--- config.mk ---
export PLATFORM = sky130hd
export DESIGN_NAME = utf8_byte_stream_decoder_flat
export DESIGN_NICKNAME = d
export VERILOG_FILES = /design/src/rtl/ubsd_pkg.sv /design/src/rtl/ubsd_if.sv /design/src/rtl/ubsd_in_reg.sv /design/src/rtl/ubsd_decode.sv /design/src/rtl/ubsd_out_reg.sv /design/src/rtl/utf8_byte_stream_decoder.sv /design/src/flat_wrapper.sv
export VERILOG_INCLUDE_DIRS = /design/src /design/src/rtl
export SDC_FILE = /design/constraint.sdc
export NUM_CORES = 1
export LEC_CHECK = 0
export ABC_AREA = 1
export BUFFER_PORTS_ARGS = -buffer_cell sky130_fd_sc_hd__buf_2
export CELL_PAD_IN_SITES_DETAIL_PLACEMENT = 1
export CELL_PAD_IN_SITES_GLOBAL_PLACEMENT = 1
export CORE_MARGIN = 8
export CORE_UTILIZATION = 37
export DETAILED_ROUTE_END_ITERATION = 7
export PLACE_DENSITY = 0.79
export SLEW_MARGIN = 25
export SYNTH_ARGS = -nofsm -noshare
export SYNTH_HDL_FRONTEND = slang
export SYNTH_SLANG_ARGS = --single-unit
--- constraint.sdc ---
create_clock -name clock -period 1.6 [get_ports clock]
set_clock_uncertainty 0.2 [all_clocks]
set_input_delay 0.16 -clock clock [delete_from_list [all_inputs] [get_ports clock]]
set_output_delay 0.16 -clock clock [all_outputs]
set_load 0.02 [all_outputs]
--- src/rtl/utf8_byte_stream_decoder_defines.svh ---
// assertion macros for the utf8 byte stream decoder
`ifndef UTF8_BYTE_STREAM_DECODER_DEFINES_SVH
`define UTF8_BYTE_STREAM_DECODER_DEFINES_SVH

`ifndef SYNTH
// same-cycle implication
`define UBSD_ASSERT_IMP(label, clk, rst, ante, cons) \
   label: assert property (@(posedge clk) disable iff (rst) (ante) |-> (cons)) \
      else $error("ubsd assertion failed");
// next-cycle implication
`define UBSD_ASSERT_NXT(label, clk, rst, ante, cons) \
   label: assert property (@(posedge clk) disable iff (rst) (ante) |=> (cons)) \
      else $error("ubsd assertion failed");
`else
`define UBSD_ASSERT_IMP(label, clk, rst, ante, cons)
`define UBSD_ASSERT_NXT(label, clk, rst, ante, cons)
`endif

`endif

--- src/rtl/ubsd_pkg.sv ---
package ubsd_pkg;

   // continuation bytes still expected
   localparam logic [1:0] PEND_LEAD = 2'd0;
   localparam logic [1:0] PEND_ONE  = 2'd1;
   localparam logic [1:0] PEND_TWO  = 2'd2;
   localparam logic [1:0] PEND_OVER = 2'd3;

   localparam logic [15:0] QMARK_CODE = 16'h003F;

   typedef struct packed {
      logic [7:0] data_byte;
      logic       buffer_end;
   } ubsd_item_type;

   typedef struct packed {
      logic        emit;
      logic [15:0] char_code;
   } ubsd_result_type;

endpackage

--- src/rtl/ubsd_if.sv ---
interface ubsd_req_if;
   logic       valid;
   logic       ready;
   logic [7:0] data_byte;
   logic       buffer_end;

   modport source (output valid, output data_byte, output buffer_end, input ready);
   modport sink (input valid, input data_byte, input buffer_end, output ready);
endinterface

interface ubsd_rsp_if;
   logic        valid;
   logic        ready;
   logic [15:0] char_code;

   modport source (output valid, output char_code, input ready);
   modport sink (input valid, input char_code, output ready);
endinterface

--- src/rtl/ubsd_in_reg.sv ---
module ubsd_in_reg
   import ubsd_pkg::*;
(
   input  logic          clock,
   input  logic          reset,
   ubsd_req_if.sink      req_bus,
   input  logic          advance,
   output logic          item_valid,
   output ubsd_item_type item
);

   logic          valid_ff, valid_in;
   ubsd_item_type item_ff, item_in;
   logic          take;

   // room whenever the register is empty or the held byte leaves this cycle
   assign req_bus.ready = !valid_ff || advance;
   assign take          = req_bus.valid && req_bus.ready;

   always_comb begin
      valid_in = valid_ff;
      item_in  = item_ff;
      if (advance) begin
         valid_in = 1'b0;
      end
      if (take) begin
         valid_in           = 1'b1;
         item_in.data_byte  = req_bus.data_byte;
         item_in.buffer_end = req_bus.buffer_end;
      end
   end

   always_ff @(posedge clock) begin
      if (reset) begin
         valid_ff <= 1'b0;
      end else begin
         valid_ff <= valid_in;
      end
      item_ff <= item_in;
   end

   assign item_valid = valid_ff;
   assign item       = item_ff;

endmodule

--- src/rtl/ubsd_decode.sv ---
module ubsd_decode
   import ubsd_pkg::*;
(
   input  logic            clock,
   input  logic            reset,
   input  ubsd_item_type   item,
   input  logic            advance,
   output ubsd_result_type result,
   output logic [1:0]      pending
);

   logic [1:0] pend_ff, pend_in;
   logic [9:0] part_ff, part_in;
   logic [7:0] b;

   assign b = item.data_byte;

   always_comb begin
      pend_in          = pend_ff;
      part_in          = part_ff;
      result.emit      = 1'b0;
      result.char_code = QMARK_CODE;
      unique case (pend_ff) inside
         PEND_LEAD: begin
            if (!b[7]) begin
               result.emit      = 1'b1;
               result.char_code = {8'h00, b};
            end else if (b[7:6] == 2'b10 || b[7:4] == 4'hF || item.buffer_end) begin
               result.emit = 1'b1;
            end else if (!b[5]) begin
               pend_in = PEND_ONE;
               part_in = {5'd0, b[4:0]};
            end else begin
               pend_in = PEND_TWO;
               part_in = {6'd0, b[3:0]};
            end
         end
         PEND_ONE: begin
            result.emit      = 1'b1;
            result.char_code = {part_ff, b[5:0]};
            pend_in          = PEND_LEAD;
            part_in          = '0;
         end
         PEND_TWO, PEND_OVER: begin
            if (item.buffer_end) begin
               result.emit = 1'b1;
               pend_in     = PEND_LEAD;
               part_in     = '0;
            end else begin
               pend_in = PEND_ONE;
               part_in = {part_ff[3:0], b[5:0]};
            end
         end
      endcase
   end

   always_ff @(posedge clock) begin
      if (reset) begin
         pend_ff <= PEND_LEAD;
         part_ff <= '0;
      end else if (advance) begin
         pend_ff <= pend_in;
         part_ff <= part_in;
      end
   end

   assign pending = pend_ff;

endmodule

--- src/rtl/ubsd_out_reg.sv ---
module ubsd_out_reg
   import ubsd_pkg::*;
(
   input  logic            clock,
   input  logic            reset,
   input  logic            load,
   input  ubsd_result_type result,
   output logic            free,
   ubsd_rsp_if.source      rsp_bus
);

   logic        valid_ff, valid_in;
   logic [15:0] code_ff, code_in;

   assign free = !valid_ff || rsp_bus.ready;

   always_comb begin
      valid_in = valid_ff;
      code_in  = code_ff;
      if (valid_ff && rsp_bus.ready) begin
         valid_in = 1'b0;
      end
      if (load) begin
         valid_in = 1'b1;
         code_in  = result.char_code;
      end
   end

   always_ff @(posedge clock) begin
      if (reset) begin
         valid_ff <= 1'b0;
      end else begin
         valid_ff <= valid_in;
      end
      code_ff <= code_in;
   end

   assign rsp_bus.valid     = valid_ff;
   assign rsp_bus.char_code = code_ff;

endmodule

--- src/rtl/utf8_byte_stream_decoder.sv ---
// channel   dir  payload                          transfer when
// req_bus   in   data_byte[7:0], buffer_end       valid && ready
// rsp_bus   out  char_code[15:0]                  valid && ready
//
// one byte per cycle sustained unless a stalled result holds a character; it passes the byte then result register
// throughput is set by the single decode step between the byte register and result register
// reset (synchronous) empties both registers and clears the pending count and gathered bits
// a stalled result holds its register; bytes that give no character still move on meanwhile
// a byte that gives a character waits in the byte register until the result register frees
`include "utf8_byte_stream_decoder_defines.svh"

module utf8_byte_stream_decoder
   import ubsd_pkg::*;
(
   input  logic        clock,
   input  logic        reset,
   ubsd_req_if.sink    req_bus,
   ubsd_rsp_if.source  rsp_bus
);

   logic            item_valid;
   ubsd_item_type   item;
   ubsd_result_type result;
   logic [1:0]      pending;
   logic            out_free;
   logic            advance;

   // held byte is decoded and retired; it needs the result register only if it emits
   assign advance = item_valid && (!result.emit || out_free);

   // input byte register, ready follows the retire of the byte it holds
   ubsd_in_reg u_in_reg (
      .clock      (clock),
      .reset      (reset),
      .req_bus    (req_bus),
      .advance    (advance),
      .item_valid (item_valid),
      .item       (item)
   );

   // sequence state and decode of the held byte
   ubsd_decode u_decode (
      .clock   (clock),
      .reset   (reset),
      .item    (item),
      .advance (advance),
      .result  (result),
      .pending (pending)
   );

   // result register facing the sink
   ubsd_out_reg u_out_reg (
      .clock   (clock),
      .reset   (reset),
      .load    (advance && result.emit),
      .result  (result),
      .free    (out_free),
      .rsp_bus (rsp_bus)
   );

   // a pending count of three is never produced
   `UBSD_ASSERT_IMP(a_pend_range, clock, reset, 1'b1, pending != PEND_OVER)
   // every emitted character leaves the decoder expecting a lead byte
   `UBSD_ASSERT_NXT(a_emit_clears, clock, reset, advance && result.emit, pending == PEND_LEAD)
   // input back-pressure only comes from a stalled result register
   `UBSD_ASSERT_IMP(a_stall_cause, clock, reset, !req_bus.ready,
                    item_valid && result.emit && rsp_bus.valid && !rsp_bus.ready)

endmodule

--- src/flat_wrapper.sv ---
// flat-port wrapper written by rule: the top's interface ports become plain ports
module utf8_byte_stream_decoder_flat import ubsd_pkg::*;
  (clock, reset, req_bus_valid, req_bus_data_byte, req_bus_buffer_end, req_bus_ready, rsp_bus_valid, rsp_bus_char_code, rsp_bus_ready);
  ubsd_req_if req_bus_i ();
  ubsd_rsp_if rsp_bus_i ();
  input  logic clock;
  input  logic reset;
  input wire logic [$bits(req_bus_i.valid)-1:0] req_bus_valid;
  input wire logic [$bits(req_bus_i.data_byte)-1:0] req_bus_data_byte;
  input wire logic [$bits(req_bus_i.buffer_end)-1:0] req_bus_buffer_end;
  output wire logic [$bits(req_bus_i.ready)-1:0] req_bus_ready;
  output wire logic [$bits(rsp_bus_i.valid)-1:0] rsp_bus_valid;
  output wire logic [$bits(rsp_bus_i.char_code)-1:0] rsp_bus_char_code;
  input wire logic [$bits(rsp_bus_i.ready)-1:0] rsp_bus_ready;
  assign req_bus_i.valid = req_bus_valid;
  assign req_bus_i.data_byte = req_bus_data_byte;
  assign req_bus_i.buffer_end = req_bus_buffer_end;
  assign req_bus_ready = req_bus_i.ready;
  assign rsp_bus_valid = rsp_bus_i.valid;
  assign rsp_bus_char_code = rsp_bus_i.char_code;
  assign rsp_bus_i.ready = rsp_bus_ready;
  utf8_byte_stream_decoder u_core (.clock(clock), .reset(reset), .req_bus(req_bus_i), .rsp_bus(rsp_bus_i));
endmodule
==> flow_summary.yaml <==
power:
  total_power_mw: 2.13
  swShare: 0.241
  internal_power_mw: 1.62
  clockPowerShare: 0.342
  combPwrFrac: 0.122
  p_sw_mw: 0.513
  p_per_area_nw_per_um2: 959
  p_leak_nw: 0.907
  ir_drop_v: 0.000512
  pwr-share-seq: 0.535
placed_design:
  portBuffers: 30
  placed_cell_area_sq_um: 1880
  place.gp.congestion: 0.837
  post-place-ws_ns: -0.0327
  dp_hpwl_mm: 2.63
critical_path:
  worstPathArrival_ns: 1.65
  endpoint_kind: "register"
  cp_data_required_time_ns: 1.46
  start_kind: "register"
  path_class: "register to register"
  critPathMaxFanout: 16
die:
  initial_utilization: 0.387
  die_w_um: 81.2
  dieHeight_um: 81.2
  placementRows: 23
  fp.dieArea_sq_um: 6590
  core_area_sq_um: 4060
  io_pins: 31
route:
  routed_wl_mm: 4.28
  routed-via-count: 1299
  wire_per_inst_um: 16.0
  drt_iter0_drc: 45
  ant_nets: 0
  vias_per_cell: 4.85
  firstDrtPassIters: 4
  drc: 0
status:
  status: "finished with violations"
  violations: "negative setup slack"
sta:
  fmax_mhz: 560
  layout_setup_ws_ns: -0.184
  fin_crit_sh: 1.12
  fin_crit_ns: 1.78
  final_hold_viol_count: 0
  rsz0062_at_grt: "yes"
  tightest_slew_ns: 0.331
  setup_viol: 30
  whs_ns: 0.00974
  slew_viol_final: 0
  max_slew_margin: 0.779
synthesis:
  syn-cell-area_sq_um: 1570
  seq_area_frac_synth: 0.656
  yosys-top-cells-count: "nand2_1 (29), edfxtp_1 (25), inv_1 (23), nor2_1 (18), dfxtp_1 (14)"
  synth.area.top_cells: "edfxtp_1 (48%), dfxtp_1 (18%), nand2_1 (6.9%)"
  synth_largest_area_cell: "edfxtp_1"
  synth.top_cell.area_share: 0.478
  yosysMostFrequentCell: "nand2_1"
  async_flop_share: 0
  syn_inst: 153
  syn_nets: 166
  synth.distinct_cells: 18
  syn_avg_cell_area_sq_um: 10.3
  yosys_warnings: 0
  synth_seq_cells: 39
  ys.flop_type: "edfxtp_1"
  synth_edf_count: 25
cts:
  clock_sinks: 39
  clockRootBuffer: "clkbuf_8"
  numCtsBuffers: 5
  clk_path_buf_depth: 2
  cts_tree: "done"
  clock_latency_ns: 0.30
  cts_max_level: 2
  path_clk_slew_ns: 0.07
layout:
  final_area_sq_um: 2220
  fillers: 454
  seq_area_sq_um: 1030
  drive_above_1_share: 0.431
  final_nets: 230
  n_antenna_cell: 0
  post-route-util: 0.548
  syn_to_final_growth_pct: 41.6
  multi_input_area_sq_um: 489
grt:
  grt_start_max_net_pins: 17
  grt_first_pass_wirelength_mm: 6.62
  grt_pass1_vias: 1379
  track_usage: 0.135
  antenna_found_initial: 0
  overflow: 0
job:
  cap_violations: 0
min_path:
  hold_path.class: "input pin to register"
==> power groups by stage <==
| stage | Sequential, mW | Combinational [mW] | Clock [mW] |
|---|---|---|---|
| 2_1_floorplan | 1.18 | 0.0977 | 0 |
| 3_3_place_gp | 1.16 | 0.196 | 0 |
| 3_5_place_dp | 1.16 | 0.204 | 0 |
| 4_1_cts | 1.14 | 0.237 | 0.750 |
| 5_1_grt | 1.15 | 0.282 | 0.789 |
| 6_report | 1.14 | 0.261 | 0.730 |
==> worst max-delay path, stage by stage, from the launching register on <==
cell        delay [ns]
edfxtp_1          0.41
nor2_2            0.17
nand3_2           0.12
nand2_4           0.10
inv_2             0.04
buf_4             0.12
nand3_2           0.09
clkinvlp_4        0.12
buf_12            0.16
==> per-stage QoR <==
step                      instances  TNS (ns)
after floorplan                 153    -0.161
after global placement          241         0
after detailed placement        241    -0.536
after CTS                       264     -1.79
after global routing            268     -6.25
final                           268     -3.75
==> cells by family after synthesis <==
logic type / synth area share
AOI/OAI and AO/OA: 0.0701
DFF: 0.656
and+or+nand+nor: 0.200
buffers and inverters: 0.0740
==> path summary, 6_finish.rpt <==
kind	start	endpoint	slack [ns]	cells after the start
worst max-delay path	u_core.u_in_reg.item[0]$_DFFE_PP_	u_core.u_out_reg.rsp_bus.char_code[0]$_DFFE_PP_	-0.18	8
worst min-delay path	reset	u_core.u_decode.part_ff[1]$_SDFFE_PP0P_	0.01	2
worst max register to register	u_core.u_in_reg.item[0]$_DFFE_PP_	u_core.u_out_reg.rsp_bus.char_code[0]$_DFFE_PP_	-0.18	8
worst min register to register	u_core.u_decode.part_ff[4]$_SDFFE_PP0P_	u_core.u_decode.part_ff[4]$_SDFFE_PP0P_	0.28	2
==> per-layer routing <==
layer,track usage,routed length [um],part of all wire,vias to the layer above
met2,0.238,2180,0.51,33
met4,0.0804,134,0.031,0
met5,0,0,0,-
met1,0.137,1720,0.40,631
met3,0.0442,238,0.056,14
li1,-,-,-,621
==> flip-flops by register name, summed over array words and instances, names as in the netlist <==
register                            cells
u_core.u_decode.pending                 2
u_core.u_decode.part_ff                10
u_core.u_in_reg.item_valid              1
u_core.u_in_reg.item                    9
u_core.u_out_reg.rsp_bus.valid          1
u_core.u_out_reg.rsp_bus.char_code     16
==> timing repair <==
action | 4_1_cts | 5_1_grt
setup endpoints to repair | 26 | 36
pin swaps | 2 | 6
resized for setup | 10 | 13
hold endpoints to repair | 11 | 0
buffers inserted | 4 | 3
hold buffers | 11 | 0
gates cloned | 0 | 1
==> layout by cell type, fill, tap and decap left out <==
master	count
a21oi_2	8
inv_6	1
edfxtp_1	25
nand2_2	11
nand3_2	4
nand2_4	2
o21ai_2	1
nand2_1	24
inv_2	3
nor2_1	15
buf_6	4
inv_1	21
buf_12	1
nand3b_1	1
buf_4	14
dlygate4sd3_1	11
clkbuf_1	1
o211ai_4	1
nor2_2	3
nand3_1	6
a21oi_1	5
clkinvlp_4	2
nand4_1	3
clkbuf_8	7
dfxtp_1	12
dfxtp_2	2
buf_2	29
nor2_4	1
==> layout make-up <==
| type | instances | area share |
|---|---|---|
| Clock buffer | 8 | 0.0450 |
| Inverter | 26 | 0.0478 |
| Multi-Input combinational cell | 85 | 0.220 |
| Sequential cell | 39 | 0.465 |
| Tap cell | 50 | 0.0281 |
| Timing Repair Buffer | 59 | 0.191 |
| Timing Repair inverter | 1 | 0.00337 |
Note: power is estimated with default switching activity, not from simulation.
